### src/hw/rtl/ctnt_pkg.sv
`timescale 1ns / 1ps
`default_nettype none
// ----------------------------------------------------------------------------
// ctnt_pkg: shared types and constants for the cycle-count timebase
// Beat types for both queue interfaces, the configuration set, command,
// path and register index codes, and the fixed scaling shift.
// ----------------------------------------------------------------------------
package ctnt_pkg;

    // Left shift applied to the high product; the low product shifts right by
    // the complement against 32.
    localparam int SCALE_SHIFT = 5;
    localparam int WORD_HALF   = 32;

    typedef enum logic [1:0] {
        CMD_READ  = 2'd0,
        CMD_TICK  = 2'd1,
        CMD_RAW   = 2'd2,
        CMD_SCALE = 2'd3
    } t_cmd;

    typedef enum logic [1:0] {
        PATH_FWD    = 2'd0,
        PATH_BEHIND = 2'd1,
        PATH_JUMP   = 2'd2
    } t_path;

    typedef enum logic [2:0] {
        CFG_SCALE     = 3'd0,
        CFG_MAX_DELTA = 3'd1,
        CFG_RESUME    = 3'd2,
        CFG_SKEW      = 3'd3,
        CFG_USE_SKEW  = 3'd4
    } t_cfg_idx;

    typedef struct packed {
        logic [1:0]  command;
        logic [62:0] counter_value;
    } t_in_beat;

    typedef struct packed {
        logic signed [63:0] result_value;
        logic [1:0]         delta_path;
        logic               was_capped;
        logic               jump_seen;
        logic [31:0]        cap_count;
    } t_out_beat;

    typedef struct packed {
        logic [31:0]        scale_factor;
        logic [31:0]        max_read_delta;
        logic [62:0]        resume_cap;
        logic signed [63:0] skew_offset;
        logic               use_skew;
    } t_cfg;

    // Classified beat handed from the front to the back
    typedef struct packed {
        t_cmd        cmd;
        logic [62:0] cv;
        logic [63:0] cnt;
    } t_mid;

endpackage
`default_nettype wire

### src/hw/rtl/ctnt_fifo.sv
`timescale 1ns / 1ps
`default_nettype none
// ----------------------------------------------------------------------------
// ctnt_fifo: small synchronous queue
// Register-based queue with a fill count; one push and one pop per cycle.
// ----------------------------------------------------------------------------
module ctnt_fifo #(
    parameter type T     = logic,
    parameter int  DEPTH = 2
) (
    input  wire logic                       i_clk,
    input  wire logic                       i_rst_n,
    input  wire logic                       i_push,
    input  wire T                           i_data,
    input  wire logic                       i_pop,
    output T                                o_data,
    output logic                            o_full,
    output logic                            o_empty,
    output logic [$clog2(DEPTH + 1) - 1:0]  o_count
);
    localparam int PW = $clog2(DEPTH);
    localparam int CW = $clog2(DEPTH + 1);
    localparam logic [PW - 1:0] LAST = PW'(DEPTH - 1);
    localparam logic [CW - 1:0] FULL = CW'(DEPTH);

    T                r_mem [DEPTH];
    logic [PW - 1:0] r_wr_ptr;
    logic [PW - 1:0] r_rd_ptr;
    logic [CW - 1:0] r_count;
    logic            push_ok;
    logic            pop_ok;

    assign o_full  = (r_count == FULL);
    assign o_empty = (r_count == '0);
    assign o_count = r_count;
    assign o_data  = r_mem[r_rd_ptr];
    assign push_ok = i_push && !o_full;
    assign pop_ok  = i_pop && !o_empty;

    // Store the pushed beat
    always_ff @(posedge i_clk) begin
        if (push_ok) begin
            r_mem[r_wr_ptr] <= i_data;
        end
    end

    // Advance pointers and count
    always_ff @(posedge i_clk) begin
        if (!i_rst_n) begin
            r_wr_ptr <= '0;
            r_rd_ptr <= '0;
            r_count  <= '0;
        end else begin
            if (push_ok) begin
                r_wr_ptr <= (r_wr_ptr == LAST) ? '0 : r_wr_ptr + 1'b1;
            end
            if (pop_ok) begin
                r_rd_ptr <= (r_rd_ptr == LAST) ? '0 : r_rd_ptr + 1'b1;
            end
            if (push_ok && !pop_ok) begin
                r_count <= r_count + 1'b1;
            end else if (pop_ok && !push_ok) begin
                r_count <= r_count - 1'b1;
            end
        end
    end

endmodule
`default_nettype wire

### src/hw/rtl/ctnt_front.sv
`timescale 1ns / 1ps
`default_nettype none
// ----------------------------------------------------------------------------
// ctnt_front: input side of the timebase
// Accepts beats, applies the skew offset, classifies the command and parks
// the beat in the queue that feeds the back end.
// ----------------------------------------------------------------------------
module ctnt_front #(
    parameter int MID_DEPTH = 2
) (
    input  wire logic              i_clk,
    input  wire logic              i_rst_n,
    input  wire logic              i_push,
    input  wire ctnt_pkg::t_in_beat i_item,
    input  wire ctnt_pkg::t_cfg    i_cfg,
    output logic                   o_full,
    input  wire logic              i_mid_pop,
    output ctnt_pkg::t_mid         o_mid,
    output logic                   o_mid_empty
);
    import ctnt_pkg::*;

    t_mid                              mid_in;
    logic [63:0]                       skew;
    logic [$clog2(MID_DEPTH + 1) - 1:0] mid_count;

    // Add skew for every command; the back end uses the raw value where needed
    always_comb begin
        skew       = i_cfg.use_skew ? i_cfg.skew_offset : 64'd0;
        mid_in.cmd = t_cmd'(i_item.command);
        mid_in.cv  = i_item.counter_value;
        mid_in.cnt = {1'b0, i_item.counter_value} + skew;
    end

    ctnt_fifo #(
        .T     (t_mid),
        .DEPTH (MID_DEPTH)
    ) u_mid_q (
        .i_clk   (i_clk),
        .i_rst_n (i_rst_n),
        .i_push  (i_push),
        .i_data  (mid_in),
        .i_pop   (i_mid_pop),
        .o_data  (o_mid),
        .o_full  (o_full),
        .o_empty (o_mid_empty),
        .o_count (mid_count)
    );

    // Full and count agree; the count itself is not needed here
    logic unused_count;
    assign unused_count = ^mid_count;

endmodule
`default_nettype wire

### config.mk
export PLATFORM = sky130hd
export DESIGN_NAME = ctnt_front
export DESIGN_NICKNAME = d
export VERILOG_FILES = /design/src/hw/rtl/ctnt_pkg.sv /design/src/hw/rtl/ctnt_fifo.sv /design/src/hw/rtl/ctnt_front.sv
export SDC_FILE = /design/constraint.sdc
export NUM_CORES = 1
export LEC_CHECK = 0
export BUFFER_PORTS_ARGS = -buffer_cell sky130_fd_sc_hd__clkbuf_2
export CORE_MARGIN = 3
export CORE_UTILIZATION = 32
export DETAILED_ROUTE_END_ITERATION = 10
export GPL_ROUTABILITY_DRIVEN = 0
export SLEW_MARGIN = 20
export SYNTH_ARGS = -nofsm -noshare
export SYNTH_HDL_FRONTEND = slang
export SYNTH_SLANG_ARGS = --single-unit
### constraint.sdc
create_clock -name i_clk -period 9.3 [get_ports i_clk]
set_input_delay 0.93 -clock i_clk [delete_from_list [all_inputs] [get_ports i_clk]]
set_output_delay 0.93 -clock i_clk [all_outputs]
set_load 0.01 [all_outputs]
# Yosys cells after proc, flatten, opt, wreduce, memory -nomap -nowiden
# Memory sizes are Yosys's and may differ from the RTL's. A register that Yosys moved wholly into a read port is not among the register bits.
# Cells that the tools add are included.
# classes
muxes,9
n_eq_ne,1
addsub,5
n_reduce_logical,10
# op_table
op,count
$add A63 B64 Y64,1
$mux W64,1
$mux W1,6
$logic_and A1 B1 Y1,4
$logic_not A1 Y1,4
$mux W2,2
$add A1 B1 Y1 const B,2
$add A2 B1 Y2 const B,1
$eq A2 B2 Y1 const B,1
$logic_not A2 Y1,1
$reduce_bool A2 Y1,1
$sub A2 B1 Y2 const B,1
# totals
wordCells,29
memories,1
regBits,4
input_bits,261
ramBits,258
# mem_list
memory,words,width,read_ports,rd_clocked_by_memory_dff,write_ports,line_no,text
u_mid_q.r_mem,2,129,1,1,1,ctnt_fifo.sv:26,T r_mem [DEPTH];

# Logic depth before layout (Yosys ltp)
# logic_depth
ltp_word,7
ltp_mapped,14
ltp_nobuf,12

# Cells and area by module
# A second synthesis with hierarchy kept.
# unflattened
cells_unflattened,1068
hier_area_um2,13890.8
# by_module_without_submodules
module,seq_area_each_um2,area_each_um2,cells_each,n_inst
ctnt_fifo,7847.5,9574.2,426,1
ctnt_front,0.0,4316.6,642,1

# Worst setup path after synthesis
# No wires, ideal clock.
# synth_path
kind,input -> register
startpoint,input i_push
endpoint,"memory u_mid_q.r_mem[0][0] in the netlist's numbering, enable pin"
arrival_ns,6.387
setup_slack_ns,2.293
stages,2
n_path_buf,0
setup_ns,0.620
path_cell_list,nand2_1 nor2_1
# synth_between
elab_chain_cells,3
# synth_rtl
item,line_no,text
from (decl),ctnt_front.sv:13,"input wire logic i_push,"
$logic_and A1 B1 Y1,ctnt_fifo.sv:37,assign push_ok = i_push && !o_full;
$mux W1,ctnt_fifo.sv:42,if (push_ok) begin
$mux W1 (implied by the code),ctnt_fifo.sv:43,r_mem[r_wr_ptr] <= i_data;
to (decl),ctnt_fifo.sv:26,
# Every way passes these cells.

==> impl_metrics.yaml <==
synth:
  synth_warnings: 0
  mappedNetlistNets: 1375
  syn-mean-instance-area_sq_um: 13.0
  synth_seq_cells: 263
  top_cell_type_s_share_of_synthesized_area_pct: 56.9
  synth.top_cells.by_area: "edfxtp_1, mux2_2, ha_1"
  synth_top_area_cell: "edfxtp_1"
  synth.yosys.seq_area_share_pct: 57.6
  dominantRegCellSynth: "edfxtp_1"
  post_synth_edffs: 258
  synthesis.instances: 1049
  fraction_of_registers_with_async_set_reset_pct: 0
  synthesis.area_sq_um: 13600
  synth.distinct_cells: 67
global_route:
  grt_start_max_net_pins: 73
  first_global_vias: 9667
  grtUsageTotal_pct: 15.3
  global_route_wire_length_before_repair_um: 54000
  grt_antenna_before_repair: 0
  globalRouteOverflowTotal: 0
critical_path:
  signal_arrival_time_at_the_worst_endpoint_ns: 5.37
  reg2reg_setup_slack_ns: 6.41
  worst-path-max-fanout: 43
  worstSetupEndpointType: "flip-flop"
  crit_path_start_kind: "input pin"
  crit-reg2reg-capture: "u_mid_q.r_mem[0][75]"
  crit_top_cell: "o21ai_1"
  cp_slowest_cell: "nor3_1"
  crit_chain: "clkbuf_2 -> buf_4 -> and2_1 -> ha_1 -> a21oi_1 -> o21bai_1 -> a221oi_2 -> o211ai_1 -> nor3_1 -> o21ai_1 -> a311oi_2 -> o21ai_1 -> xor2_1"
  reg2reg_from: "u_mid_q.o_count[0]"
  critical_path.max_stage_delay_ns: 0.93
  worst-endpoint-required_ns: 9.60
  worst-setup-path-type: "in -> reg"
  ff2ff_path_depth: 5
place:
  io_port_bufs: 264
  placed_cells: 1816
  placement.cell_area_sq_um: 15500
  dp.final_hpwl_um: 25700
clocking:
  clkLatencyLatePin_ns: 0.56
  clk_pin_slew_ns: 0.06
  cts-htree-levels: 1
  clock_tree.root_cell: "clkbuf_16"
  clock_sinks: 263
  cts_made_buffers: 31
  post_cts.repair.setup_buffers: 0
  clk_path_buf_depth: 3
  ctsResizeCount: 0
  cts_hold_repair.buffers: 0
  tritoncts: "yes"
detailed_routing:
  wire_length_the_detailed_router_placed_on_met1_um: 15500
  topRoutingLayerUsed: "met4"
  route.detailed.vias_per_inst: 5.02
  route.detailed.drc: 0
  wire_length_per_cell_after_detailed_routing_um: 19.0
  met2WireLength_um: 16700
  pre_repair_dr_iteration_count: 4
  routed-wl-met3_um: 2230
  detail-route-antenna-nets: 0
  wirelength_um: 35600
  first_iter_violations: 470
  dr_total_vias: 9395
power_and_ir_drop:
  static_leakage_nw: 6.53
  power_per_cell_area_nw_per_um2: 234
  fin_total_pwr_mw: 3.87
  worst_ir_drop_vdd_mv: 0.157
floorplanning:
  start_util_pct: 32.9
  dieWidth_um: 212
  num_io_pins: 392
  num_rows: 74
  design.die.area_sq_um: 45100
  core_region_area_sq_um: 41400
  die-height_um: 212
hold_path:
  hold_end: "u_mid_q.o_count[1]"
  min_path_type: "reg -> reg"
  hold_path.startpoint: "u_mid_q.o_count[1]"
  hold-path-cell-count: 2
flow_run:
  max_cap_viol_count: 0
sta:
  fin_hold_ws_ns: 0.523
  tns_ns: 0
  setup_viol_count_final: 0
  finalHoldViolations: 0
  max_transition_margin_pct: 20.7
  tightest_slew_ns: 1.18
  finalCriticalPeriod_ns: 5.06
  period_share_pct: 54.4
  finClkSkew_ns: 0.00989
  slew_viol_final: 0
  rsz0062_at_grt: "no"
  fmaxAchievable_mhz: 198
layout:
  finish.cell_count_without_fillers: 1873
  fillCellCount: 3965
  area_growth_pct: 21.5
  layout-drive-gt1-share_pct: 35.2
  finish.instance_area_sq_um: 16500
  fin_nets: 1643
  insertedDiodeCount: 0
run_status:
  run_status: "finished clean"
-- synthesized netlist by cell type, types with 11 or more instances --
| cell | n |
|---|---|
| and2_1 | 69 |
| nand4_1 | 15 |
| a21oi_1 | 78 |
| nand3_1 | 15 |
| inv_1 | 17 |
| nor2_1 | 43 |
| o21bai_1 | 11 |
| o21ai_0 | 32 |
| nand2_1 | 61 |
| a21o_1 | 34 |
| xnor2_1 | 39 |
| mux2_2 | 129 |
| clkbuf_1 | 26 |
| nor3_1 | 15 |
| edfxtp_1 | 258 |
| xor2_1 | 22 |
| o21ai_1 | 20 |
| ha_1 | 64 |
-- where the power goes --
group	total [mW]	switching, mW	internal [mW]
Clock	1.19	0.484	0.708
Combinational	1.08	0.613	0.466
Sequential	1.60	0.0717	1.53
Total	3.87	1.17	2.70
-- layer usage --
layer | global-route usage [%] | vias up
met5 | 0 | -
met4 | 5.18 | 0
met3 | 3.53 | 61
met2 | 25.9 | 240
met1 | 19.5 | 4569
li1 | - | 4525
-- how the worst max path moves through the flow --
stage	from	to	slack [ns]
finish	i_cfg[0]	u_mid_q.r_mem[0][62]	4.24
global route	i_cfg[0]	u_mid_q.r_mem[1][62]	4.07
CTS	i_cfg[0]	u_mid_q.r_mem[1][62]	4.34
detailed placement	i_cfg[0]	u_mid_q.r_mem[0][62]	3.72
global placement	i_cfg[0]	u_mid_q.r_mem[0][62]	3.88
floorplan	i_push	u_mid_q.r_mem[0][0]	2.29
-- logic make-up after synthesis --
| logic type | share of synthesized area [%] |
|---|---|
| AO/OA/AOI/OAI | 10.5 |
| AND/OR/NAND/NOR | 9.73 |
| multiplexers | 10.7 |
| adder cells (fa/ha/maj) | 6.03 |
| buffers and inverters | 1.51 |
| flip-flops | 57.6 |
| XOR/XNOR | 3.92 |
-- metrics by stage --
step | util [%] | setup WS (ns)
global placement | 37.5 | 3.88
finish | 39.9 | 4.24
global route | 39.9 | 4.07
floorplan | - | 2.29
detailed placement | 37.5 | 3.72
CTS | 39.9 | 4.34
-- sequential cells by signal, summed over array words and instances, names as in the netlist, named ones only --
name and cells:
u_mid_q.r_wr_ptr 1, u_mid_q.o_count 2, u_mid_q.r_mem 258, u_mid_q.r_rd_ptr 1
-- cell type report --
class	instances	area (sq um)	area share, %
Clock inverter	21	199	1.20
Clock buffer	36	815	4.93
Tap cell	532	666	4.03
Multi-Input combinational cell	734	5570	33.7
Inverter	17	63.8	0.386
Sequential cell	263	7850	47.5
Timing Repair Buffer	270	1370	8.26
-- worst max-delay path, delay by kind of cell --
family,cells,cell delay [ns]
compound gates,7,1.95
buf+inv,2,0.83
xor+xnor,1,0.16
simple gates,2,1.12
fa+ha+maj,1,0.31
-- layout by cell type (no fill, tap or decap), types with 32 or more instances in the layout --
cell and n:
a21o_1 34, a21oi_1 78, and2_1 69, clkbuf_2 264
edfxtp_1 258, ha_1 64, mux2_2 129, nand2_1 61
nor2_1 42, o21ai_0 32, xnor2_1 39
No activity file was read; power rests on OpenSTA's default activity.
