File: config.mk
export PLATFORM = sky130hd
export DESIGN_NAME = ctnt_fifo
export DESIGN_NICKNAME = d
export VERILOG_FILES = /design/src/hw/rtl/ctnt_fifo.sv
export SDC_FILE = /design/constraint.sdc
export NUM_CORES = 1
export LEC_CHECK = 0
export BUFFER_PORTS_ARGS = -buffer_cell sky130_fd_sc_hd__buf_4
export CAP_MARGIN = 20
export CORE_AREA = 8 8 45 47
export CTS_CLUSTER_DIAMETER = 60
export DETAILED_ROUTE_END_ITERATION = 8
export DIE_AREA = 0 0 53 55
export PLACE_DENSITY = 0.51
export SLEW_MARGIN = 20
export SYNTH_ARGS = -nofsm -noshare
export SYNTH_HDL_FRONTEND = slang
export SYNTH_SLANG_ARGS = --single-unit
File: constraint.sdc
create_clock -name i_clk -period 1.65 [get_ports i_clk]
set_input_delay 0.0825 -clock i_clk [delete_from_list [all_inputs] [get_ports i_clk]]
set_output_delay 0.0825 -clock i_clk [all_outputs]
set_load 0.02 [all_outputs]
File: src/hw/rtl/ctnt_fifo.sv
`timescale 1ns / 1ps
`default_nettype none
// ----------------------------------------------------------------------------
// ctnt_fifo: small synchronous queue
// Register-based queue with a fill count; one push and one pop per cycle.
// ----------------------------------------------------------------------------
module ctnt_fifo #(
    parameter type T     = logic,
    parameter int  DEPTH = 2
) (
    input  wire logic                       i_clk,
    input  wire logic                       i_rst_n,
    input  wire logic                       i_push,
    input  wire T                           i_data,
    input  wire logic                       i_pop,
    output T                                o_data,
    output logic                            o_full,
    output logic                            o_empty,
    output logic [$clog2(DEPTH + 1) - 1:0]  o_count
);
    localparam int PW = $clog2(DEPTH);
    localparam int CW = $clog2(DEPTH + 1);
    localparam logic [PW - 1:0] LAST = PW'(DEPTH - 1);
    localparam logic [CW - 1:0] FULL = CW'(DEPTH);

    T                r_mem [DEPTH];
    logic [PW - 1:0] r_wr_ptr;
    logic [PW - 1:0] r_rd_ptr;
    logic [CW - 1:0] r_count;
    logic            push_ok;
    logic            pop_ok;

    assign o_full  = (r_count == FULL);
    assign o_empty = (r_count == '0);
    assign o_count = r_count;
    assign o_data  = r_mem[r_rd_ptr];
    assign push_ok = i_push && !o_full;
    assign pop_ok  = i_pop && !o_empty;

    // Store the pushed beat
    always_ff @(posedge i_clk) begin
        if (push_ok) begin
            r_mem[r_wr_ptr] <= i_data;
        end
    end

    // Advance pointers and count
    always_ff @(posedge i_clk) begin
        if (!i_rst_n) begin
            r_wr_ptr <= '0;
            r_rd_ptr <= '0;
            r_count  <= '0;
        end else begin
            if (push_ok) begin
                r_wr_ptr <= (r_wr_ptr == LAST) ? '0 : r_wr_ptr + 1'b1;
            end
            if (pop_ok) begin
                r_rd_ptr <= (r_rd_ptr == LAST) ? '0 : r_rd_ptr + 1'b1;
            end
            if (push_ok && !pop_ok) begin
                r_count <= r_count + 1'b1;
            end else if (pop_ok && !push_ok) begin
                r_count <= r_count - 1'b1;
            end
        end
    end

endmodule
`default_nettype wire

== Yosys cells after proc, flatten, opt, wreduce, memory -nomap -nowiden ==
Memories as Yosys holds them, arrays and structs flattened. A register that Yosys moved wholly into a read port is not among the register bits.
Cells that the tools add are included.
Cells by class
  $add $sub $neg: 4
  eq/ne operators: 1
  multiplexer cells: 8
  reduce and logical (&&, ||, !) cells: 10
Operator list (count)
  two-way mux 1 bit: 6
  logical AND 1 bit: 4
  logical NOT 1 bit: 4
  two-way mux 2 bit: 2
  adder 1 bit (second input constant): 2
  adder 2 x 1 -> 2 bit (second input constant): 1
  == test 2 bit (second input constant): 1
  logical NOT 2 bit: 1
  nonzero test 2 bit: 1
  subtractor 2 x 1 -> 2 bit (second input constant): 1
Storage, ports and cells
  register bits: 4
  RAM bits: 2
  bits of input ports: 5
  output and inout bits: 5
  memories kept: 1
Memory list
  r_mem: words 2, bits a word 1, rd ports 1, clocked after Yosys merged registers in 1, write ports 1, line 26  | T r_mem [DEPTH];

== Longest topological paths before layout ==
Gate-level depths: netlist of the first run.
  depth after elaboration: 7
  depth in mapped cells: 7
  mapped depth without buffers: 7

== Least setup slack after synthesis of the first run ==
No wires, ideal clock.
  path kind: register -> register
  start point: register r_count[0] (netlist: o_count[0])
  end point: register r_count[1] (netlist: o_count[1])
  library setup time: 70 ps
  data arrival time: 1583 ps
  data required time: 1580 ps
  slack: -3 ps
  cell stages (with the launch flop): 7
  buffers on the path: 0
  period minus slack after synthesis: 1653 ps
  path through: dfxtp_1 nand2b_1 inv_2 nor2_1 ha_1 or3_1 a21boi_1
On the way
  longest elaborated chain between the ends: 6
  elaborated cells between the ends (all ways): 15
  those cells by class: add/sub: 2; eq/ne: 1; mux: 2; reduce/logical: 10
Ends and longest elaborated chain
  start: declaration: line 29  | logic [CW - 1:0] r_count;
  start signal: assignment: line 61  | r_count <= r_count + 1'b1;
  start signal: assignment: line 63  | r_count <= r_count - 1'b1;
  == test 2 bit (*): line 33  | assign o_full = (r_count == FULL);
  via o_full: line 17  | output logic o_full,
  logical NOT 1 bit (*): line 37  | assign push_ok = i_push && !o_full;
  logical AND 1 bit (*): line 37
  logical NOT 1 bit: line 62  | end else if (pop_ok && !push_ok) begin
  logical AND 1 bit: line 62
  nonzero test 2 bit (no source line)
Mark *: on every way through the listed nets, which the timed path passes. The rest lies on a longest branch. The select of a mux whose other input is x is not followed.
A chain may end at the register's enable or synchronous reset.

== Worst setup path after layout of the first run ==
  start point: register r_count[1] (netlist: o_count[1])
  end point: register r_count[1] (netlist: o_count[1])
On the way
  longest elaborated chain between the ends: 6
  elaborated cells between the ends (all ways): 15
  those cells by class: add/sub: 2; eq/ne: 1; mux: 2; reduce/logical: 10
Ends and longest elaborated chain (line)
  == test 2 bit / logical NOT 2 bit (equally long branches): 33, 34
  logical NOT 1 bit, on equally long branches: 37, 38
  logical AND 1 bit, on equally long branches: 37, 38
  logical NOT 1 bit, on equally long branches: 62, 60
  logical AND 1 bit, on equally long branches: 62, 60
  nonzero test 2 bit (no source line) / two-way mux 2 bit (equally long branches)
Parallel ways exist; a longest one is shown, timed or not. The select of a mux whose other input is x is not followed.

==> impl_metrics.py, run 1 <==
metrics = {
    "logic_synthesis": {
        "synth.distinct_cells": 19,
        "synth_warnings": 0,
        "synthCells": 28,
        "yosysSeqAreaShare_pct": 52.5,
        "syn_area_um2": 305,
        "avgSynthCellArea_um2": 10.9,
        "syn_nets": 34,
        "ys_seq_elements": 7,
    },
    "setup_path": {
        "crit_path_end_kind": "flip-flop",
        "crit_fanout": 6,
        "worstPathArrival_ns": 1.71,
        "reg2reg_depth": 6,
        "critPathLaunchType": "flip-flop",
        "crit_required_ns": 1.83,
        "critPathKind": "flip-flop to flip-flop",
        "r2r-end": "o_count[1]$_SDFFE_PN0P_",
        "r2r_slack_ns": 0.12,
        "reg2reg_from": "o_count[1]$_SDFFE_PN0P_",
    },
    "hold_path": {
        "worstHoldPathCells": 2,
        "hold_path.class": "input port to flip-flop",
        "worstHoldStart": "i_rst_n",
        "hold_path_end": "r_rd_ptr$_SDFFE_PN0P_",
    },
    "global_routing": {
        "grt_max_degree": 7,
        "grt_first_pass_wirelength_um": 938,
        "grt_pass1_vias": 223,
        "antenna_found_initial": 0,
        "grt.total_usage_pct": 4.88,
        "grt_overflow_total": 0,
    },
    "timing": {
        "tightest_slew_ns": 0.214,
        "setup_viol": 0,
        "tns_ns": 0,
        "skew_ns": 0.00184,
        "slew_viol_final": 0,
        "min_period_over_period_pct": 92.6,
        "fmax_ghz": 0.654,
        "hold_viol": 0,
        "max-slew-margin-rel_pct": 85.6,
        "post-route-min-period_ns": 1.53,
        "whs_ns": 0.0750,
        "rsz0062_at_grt": "no",
        "fin_ws_ns": 0.122,
    },
    "floorplan": {
        "die_width_um": 53,
        "rows": 14,
        "pin_count": 10,
        "die_y_um": 55,
        "start_util_pct": 22.1,
        "dieArea_um2": 2920,
        "coreArea_um2": 1380,
    },
    "clock_tree": {
        "clock_latency_ns": 0.25,
        "numCtsBuffers": 3,
        "path_clk_slew_ns": 0.05,
        "root_buffer": "clkbuf_4",
        "clk_path_buf_depth": 2,
        "htree_levels": 1,
        "cts_sinks": 7,
        "cts_tree": "done",
    },
    "layout": {
        "fin_nets": 49,
        "final.fill_count": 158,
        "seq_area_um2": 161,
        "diodes": 0,
        "multi_input_area_um2": 138,
        "final_util_pct": 31.1,
        "syn2layout_area_growth_pct": 41.0,
        "postLayoutCellArea_um2": 430,
        "drive_gt1_share_pct": 38.1,
    },
    "power_and_ir_drop": {
        "swShare_pct": 36.7,
        "p_int_w": 0.000503,
        "power_density_nw_per_um2": 1850,
        "leakage_nw": 0.188,
        "p_clk_share_pct": 19.5,
        "p_switching_w": 0.000291,
        "seqPwrFrac_pct": 35.0,
        "comb_power_share_pct": 45.5,
        "ir_worst_vdd_mv": 0.644,
    },
    "place": {
        "pre_cts_slack_ns": 0.138,
        "place_area_um2": 394,
        "gp_routability_congestion": 0.711,
        "dp_hpwl_um": 458,
        "io_buffers": 9,
    },
    "drt": {
        "drt-initial-drc-count": 6,
        "avgRoutedWirePerCell_um": 10.3,
        "num_vias": 238,
        "first_pass_iters": 4,
        "drcViolationCount": 0,
        "post_drt_via_cell_ratio": 4.10,
        "drt_wl_total_um": 597,
        "drtAntennaViolNets": 0,
    },
    "run_status": {
        "status": "finished clean",
    },
    "run": {
        "maxCapViolCount": 0,
    },
}
final cells by class:
type | count | area share (%)
tap | 16 | 4.65
multi-input combinational | 19 | 32.0
clock buffer | 4 | 6.10
sequential | 7 | 37.5
timing repair buffer | 10 | 18.0
inverter | 2 | 1.74
critical path, cell delays in order (launching register included):
cell	delay, ns
dfxtp_1	0.41
nand2b_1	0.12
inv_2	0.09
nor2_1	0.04
ha_1	0.31
or3_1	0.35
a21boi_1	0.14
logic make-up after synthesis:
logic type      Yosys count  share of synthesized area, %
fa+ha+maj                 1                          4.10
compound gates            5                          10.7
flops                     7                          52.5
mux                       1                          3.69
simple gates              9                          18.0
xor+xnor                  3                          8.61
buf+inv                   2                          2.46
per-layer routing:
metal  track usage, %  part of all wire (%)  up-vias
li1                 -                     -      123
met1             3.68                    36      111
met2             8.01                    57        4
met3             4.81                   7.4        0
met4             2.59                     0        0
met5                0                     0        -
power groups by stage:
stage	sequential, W	combinational, W	clock (W)
finish	0.000278	0.000362	0.000155
CTS	0.000280	0.000364	0.000163
floorplan	0.000298	0.000216	0
detailed placement	0.000281	0.000361	0
global route	0.000287	0.000387	0.000179
global placement	0.000278	0.000368	0
timing repair:
action	in CTS	in global routing
setup endpoints to repair	0	0
hold endpoints to repair	0	2
hold buffers	0	1
resized for setup	0	0
buffers inserted	0	0
through the flow:
step / cells / power [W]
5_1_grt: 58 / 0.000854
3_5_place_dp: 53 / 0.000641
3_3_place_gp: 53 / 0.000646
4_1_cts: 57 / 0.000807
6_report: 58 / 0.000795
2_1_floorplan: 28 / 0.000514
placed cells by master (no fill, tap or decap), types with 2 or more instances in the layout:
cell type,count
clkbuf_4,3
buf_4,9
dfxtp_1,4
nor2_1,2
edfxtp_1,2
and2_1,3
xnor2_1,2
cells in the mapped netlist:
cell type	instances	area, µm²
a21boi_0	1	7.51
a21boi_1	1	7.51
and2_1	3	18.8
and3_1	1	6.26
dfxtp_1	5	100
edfxtp_1	2	60.1
ha_1	1	12.5
inv_1	1	3.75
inv_2	1	3.75
mux2_2	1	11.3
nand2b_1	1	6.26
nor2_1	2	7.51
nor3_2	1	10.0
o21a_1	1	7.51
o21ai_0	1	5.00
o21ai_1	1	5.00
or3_1	1	6.26
xnor2_1	2	17.5
xor2_1	1	8.76
how the worst max path moves through the flow:
stage	start	to	slack, ns	cells past startpoint
6_report	o_count[1]$_SDFFE_PN0P_	o_count[1]$_SDFFE_PN0P_	0.12	6
5_1_grt	o_count[0]$_SDFFE_PN0P_	o_count[1]$_SDFFE_PN0P_	0.04	6
4_1_cts	o_count[1]$_SDFFE_PN0P_	o_count[1]$_SDFFE_PN0P_	0.11	6
3_5_place_dp	o_count[0]$_SDFFE_PN0P_	o_count[1]$_SDFFE_PN0P_	0.14	6
3_3_place_gp	o_count[0]$_SDFFE_PN0P_	o_count[1]$_SDFFE_PN0P_	0.14	6
2_1_floorplan	o_count[1]$_SDFFE_PN0P_	o_count[1]$_SDFFE_PN0P_	0.03	6
(Power assumes the default switching activity.)
==> run 2: changes to the inputs <==
--- a/config.mk
+++ b/config.mk
@@ -11,8 +11,7 @@
 export CTS_CLUSTER_DIAMETER = 60
 export DETAILED_ROUTE_END_ITERATION = 8
 export DIE_AREA = 0 0 53 55
-export PLACE_DENSITY = 0.51
-export SLEW_MARGIN = 20
+export PLACE_DENSITY = 0.52
 export SYNTH_ARGS = -nofsm -noshare
 export SYNTH_HDL_FRONTEND = slang
 export SYNTH_SLANG_ARGS = --single-unit
==> impl_metrics.py, run 2 (synthesized netlist as in run 1, its figures left out) <==
metrics = {
    "clock_tree": {
        "cts_sinks": 7,
        "htree_levels": 1,
        "root_buffer": "clkbuf_4",
        "numCtsBuffers": 3,
        "clock_latency_ns": 0.25,
        "clk_path_buf_depth": 2,
        "path_clk_slew_ns": 0.05,
        "cts_tree": "done",
        "postCtsSetupRepairBufs": 0,
    },
    "place": {
        "io_buffers": 9,
        "dp_hpwl_um": 467,
        "gp_routability_congestion": 0.688,
        "dpl.cell_count": 53,
    },
    "setup_path": {
        "worst-path-stages": 6,
        "reg2reg_depth": 6,
        "critPathLaunchType": "flip-flop",
        "critPathKind": "flip-flop to flip-flop",
        "crit_fanout": 6,
        "cp_num_buf_inv": 1,
        "r2r-end": "o_count[1]$_SDFFE_PN0P_",
        "cp_top_family": "simple AND/OR/NAND/NOR gates",
        "worstPathArrival_ns": 1.67,
        "cp-startpoint": "o_count[0]$_SDFFE_PN0P_",
        "crit_required_ns": 1.83,
        "reg2reg_from": "o_count[0]$_SDFFE_PN0P_",
        "crit_slowest_cell": "dfxtp_2",
        "crit_path_end": "o_count[1]$_SDFFE_PN0P_",
        "crit_chain": "nand2b_4 -> inv_2 -> nor2_1 -> ha_1 -> or3_1 -> a21boi_1",
        "crit_path_end_kind": "flip-flop",
        "r2r_slack_ns": 0.16,
        "cpPeakStageDelay_ns": 0.38,
    },
    "floorplan": {
        "pin_count": 10,
        "die_width_um": 53,
        "dieArea_um2": 2920,
        "coreArea_um2": 1380,
        "start_util_pct": 22.1,
        "die_y_um": 55,
        "rows": 14,
    },
    "power_and_ir_drop": {
        "leakage_nw": 0.192,
        "power_w": 0.000818,
        "ir_worst_vdd_mv": 0.658,
        "power_density_nw_per_um2": 1860,
    },
    "timing": {
        "tns_ns": 0,
        "tightest_slew_ns": 0.237,
        "post-route-min-period_ns": 1.49,
        "rsz0062_at_grt": "no",
        "hold_viol": 0,
        "fmax_ghz": 0.670,
        "skew_ns": 0.000872,
        "slew_viol_final": 0,
        "min_period_over_period_pct": 90.5,
        "max-slew-margin-rel_pct": 84.1,
        "setup_viol": 0,
    },
    "global_routing": {
        "grt_overflow_total": 0,
        "grt.total_usage_pct": 5.04,
        "grt_first_pass_wirelength_mm": 1.02,
        "antenna_found_initial": 0,
        "grt_pass1_vias": 262,
        "grt_max_degree": 7,
    },
    "layout": {
        "fin_nets": 49,
        "mostFrequentLayoutCells": "9 x buf_4, 3 x and2_1, 3 x dfxtp_1, 3 x clkbuf_4",
        "layout.cells.non_filler": 58,
        "diodes": 0,
        "syn2layout_area_growth_pct": 43.9,
        "layout_commonest_cell": "buf_4",
        "drive_gt1_share_pct": 42.9,
    },
    "hold_path": {
        "hold_path.class": "input port to flip-flop",
    },
    "drt": {
        "post_drt_via_cell_ratio": 4.09,
        "drt_wl_total_um": 625,
        "drt-initial-drc-count": 4,
        "avgRoutedWirePerCell_um": 10.8,
        "drcViolationCount": 0,
        "num_vias": 237,
        "drtAntennaViolNets": 0,
        "first_pass_iters": 3,
    },
    "run": {
        "maxCapViolCount": 0,
    },
    "run_status": {
        "status": "finished clean",
    },
}
==> run 2: cell counts in the layout (fill, tap and decap cells not counted) <==
Identical to the previous run, type by type.
==> run 2: worst min path at each step <==
stage | startpoint | slack (ns) | end | depth (start not counted)
after global placement | i_data | 0.27 | r_mem[0]$_DFFE_PP_ | 1
after CTS | i_data | 0.008 | r_mem[0]$_DFFE_PP_ | 1
final | i_rst_n | 0.07 | r_wr_ptr$_SDFFE_PN0N_ | 2
after floorplan | i_data | 0.18 | r_mem[0]$_DFFE_PP_ | 0
after global routing | i_rst_n | 0.07 | o_count[0]$_SDFFE_PN0P_ | 2
after detailed placement | i_data | 0.27 | r_mem[1]$_DFFE_PP_ | 1
==> run 2: cell type report <==
| class | instances | area [µm²] |
|---|---|---|
| Clock buffer | 4 | 26.3 |
| Fill cell | 144 | 945 |
| Inverter | 2 | 7.51 |
| Multi-Input combinational cell | 19 | 145 |
| Sequential cell | 7 | 163 |
| Tap cell | 16 | 20.0 |
| Timing Repair Buffer | 10 | 77.6 |
==> run 2: timing repair <==
action,4_1_cts,5_1_grt
hold buffers,0,1
endpoints found under the hold margin,0,2
gates resized for setup,0,2
setup endpoints to repair,0,1
==> run 2: report_power, final <==
| group | switching, W | leakage, nW | internal (W) |
|---|---|---|---|
| Sequential | 0.0000499 | 0.0606 | 0.000236 |
| Combinational | 0.000189 | 0.116 | 0.000190 |
| Clock | 0.0000603 | 0.0150 | 0.0000921 |
| Total | 0.000300 | 0.192 | 0.000518 |
==> run 2: stage by stage <==
| stage | cell area, µm² | hold slack [ns] | setup WS [ns] | utilization (%) |
|---|---|---|---|---|
| after floorplan | 307 | 0.181 | 0.0268 | - |
| after global placement | 394 | 0.272 | 0.152 | 28.5 |
| final | 439 | 0.0732 | 0.156 | 31.7 |
| after global routing | 439 | 0.0744 | 0.0380 | 31.7 |
| after CTS | 420 | 0.00842 | 0.124 | 30.4 |
| after detailed placement | 394 | 0.272 | 0.142 | 28.5 |
==> run 2: per-layer routing <==
metal  GRT usage (%)  wire length, µm  vias to the layer above
met5               0                0                        -
met2            8.79              342                        5
met3            4.28               53                        2
met4            2.59                7                        0
met1            3.82              221                      109
li1                -                -                      121
==> run 3: changes to the inputs <==
--- a/config.mk
+++ b/config.mk
@@ -7,10 +7,10 @@
 export LEC_CHECK = 0
 export BUFFER_PORTS_ARGS = -buffer_cell sky130_fd_sc_hd__buf_4
 export CAP_MARGIN = 20
-export CORE_AREA = 8 8 45 47
+export CORE_AREA = 2 2 39 41
 export CTS_CLUSTER_DIAMETER = 60
 export DETAILED_ROUTE_END_ITERATION = 8
-export DIE_AREA = 0 0 53 55
+export DIE_AREA = 0 0 41 43
 export PLACE_DENSITY = 0.52
 export SYNTH_ARGS = -nofsm -noshare
 export SYNTH_HDL_FRONTEND = slang
==> impl_metrics.py, run 3 (synthesized netlist as in run 1, its figures left out) <==
metrics = {
    "run_status": {
        "status": "finished clean",
    },
    "timing": {
        "skew_ns": 0.00100,
        "hold_viol": 0,
        "tns_ns": 0,
        "slew_viol_final": 0,
        "tightest_slew_ns": 0.202,
        "fin_ws_ns": 0.132,
        "whs_ns": 0.0205,
        "min_period_over_period_pct": 92.0,
        "rsz0062_at_grt": "no",
        "post-route-min-period_ns": 1.52,
        "max-slew-margin-rel_pct": 86.4,
        "setup_viol": 0,
        "fmax_ghz": 0.659,
    },
    "power_and_ir_drop": {
        "seqPwrFrac_pct": 33.8,
        "p_clk_share_pct": 19.2,
        "comb_power_share_pct": 47.0,
        "p_int_w": 0.000516,
        "ir_worst_vdd_mv": 0.575,
        "power_w": 0.000796,
        "swShare_pct": 35.2,
        "power_density_nw_per_um2": 1860,
        "leakage_nw": 0.189,
        "p_switching_w": 0.000280,
    },
    "floorplan": {
        "coreArea_um2": 1380,
        "dieArea_um2": 1760,
        "die_width_um": 41,
        "die_y_um": 43,
        "pin_count": 10,
        "rows": 14,
        "start_util_pct": 22.1,
    },
    "layout": {
        "seq_area_um2": 161,
        "syn2layout_area_growth_pct": 40.2,
        "mostFrequentLayoutCells": "10 x buf_4, 4 x dfxtp_1, 3 x and2_1, 3 x clkbuf_4",
        "final.fill_count": 154,
        "drive_gt1_share_pct": 40.5,
        "diodes": 0,
        "fin_nets": 49,
        "layout.cells.non_filler": 58,
        "layout_commonest_cell": "buf_4",
        "multi_input_area_um2": 138,
    },
    "drt": {
        "num_vias": 239,
        "wl_met1_um": 200,
        "avgRoutedWirePerCell_um": 8.45,
        "drcViolationCount": 0,
        "first_pass_iters": 2,
        "drt-initial-drc-count": 4,
        "post_drt_via_cell_ratio": 4.12,
        "drt_wl_total_um": 490,
        "drtAntennaViolNets": 0,
        "wl_met3_um": 25,
        "dr_wl_met2_um": 264,
        "top_layer_used": "met3",
    },
    "global_routing": {
        "antenna_found_initial": 0,
        "grt.total_usage_pct": 7.66,
        "grt_pass1_vias": 211,
        "grt_first_pass_wirelength_um": 807,
        "grt_overflow_total": 0,
        "grt_max_degree": 7,
    },
    "clock_tree": {
        "path_clk_slew_ns": 0.05,
        "postCtsSetupRepairBufs": 0,
        "root_buffer": "clkbuf_4",
        "clock_latency_ns": 0.25,
        "postCtsHoldBufs": 0,
        "cts_tree": "done",
        "numCtsBuffers": 3,
        "cts_resized": 0,
        "cts_sinks": 7,
        "clk_path_buf_depth": 2,
        "htree_levels": 1,
    },
    "hold_path": {
        "hold_path.class": "input port to flip-flop",
        "worstHoldStart": "i_data",
    },
    "place": {
        "dpl.cell_count": 54,
        "gp_routability_congestion": 0.661,
        "pre_cts_slack_ns": 0.117,
        "io_buffers": 9,
        "dp_hpwl_um": 380,
    },
    "setup_path": {
        "cpPeakStageDelay_ns": 0.38,
        "crit_chain": "nand2b_1 -> inv_2 -> nor2_1 -> ha_1 -> or3_1 -> a21boi_1",
        "crit_slowest_cell": "dfxtp_2",
        "worstPathArrival_ns": 1.70,
        "crit_path_end_kind": "flip-flop",
        "critPathKind": "flip-flop to flip-flop",
        "crit_fanout": 6,
        "crit_required_ns": 1.83,
        "critPathLaunchType": "flip-flop",
        "reg2reg_from": "o_count[0]$_SDFFE_PN0P_",
        "cp-startpoint": "o_count[0]$_SDFFE_PN0P_",
    },
    "run": {
        "maxCapViolCount": 0,
    },
}
## run 3: changes by cell type in the layout (fill, tap and decap cells not counted), sizes merged
cell and delta:
buf +1, dlygate4sd3 -1
## run 3: power by group through the flow
| stage | Combinational, W | Clock, W | Sequential (W) |
|---|---|---|---|
| floorplan | 0.000216 | 0 | 0.000298 |
| global placement | 0.000378 | 0 | 0.000274 |
| detailed placement | 0.000379 | 0 | 0.000274 |
| CTS | 0.000381 | 0.000162 | 0.000271 |
| global route | 0.000412 | 0.000170 | 0.000277 |
| finish | 0.000374 | 0.000153 | 0.000269 |
## run 3: path summary, 6_finish.rpt
path	end	slack [ns]	depth (start not counted)
worst min register to register	r_mem[0]$_DFFE_PP_	0.57	1
worst max-delay path	o_count[1]$_SDFFE_PN0P_	0.13	6
worst max register to register	o_count[1]$_SDFFE_PN0P_	0.13	6
worst min-delay path	r_mem[1]$_DFFE_PP_	0.02	1
## run 3: layer usage
| metal | global-route usage (%) | up-vias |
|---|---|---|
| met1 | 6.84 | 111 |
| met5 | 0 | - |
| met2 | 10.6 | 5 |
| met4 | 4.00 | 0 |
| met3 | 7.85 | 0 |
| li1 | - | 123 |
## run 3: layout make-up
class	instances	share of cell area, %
clock buffer	4	6.14
inverter	2	1.75
multi-input combinational	19	32.2
sequential	7	37.7
tap	16	4.68
timing repair buffer	10	17.5
## run 3: metrics by stage
| step | util [%] | area [µm²] |
|---|---|---|
| after floorplan | - | 307 |
| after global placement | 29.0 | 402 |
| after detailed placement | 29.0 | 402 |
| after CTS | 30.9 | 428 |
| after global routing | 30.9 | 428 |
| final | 30.9 | 428 |
## run 3: critical path, delay by kind of cell (launching register included)
family                   cells  cell delay, ns
adder cells (fa/ha/maj)      1            0.26
flip-flops                   1            0.38
AO/OA/AOI/OAI                1            0.13
buffers and inverters        1            0.06
AND/OR/NAND/NOR              3            0.62
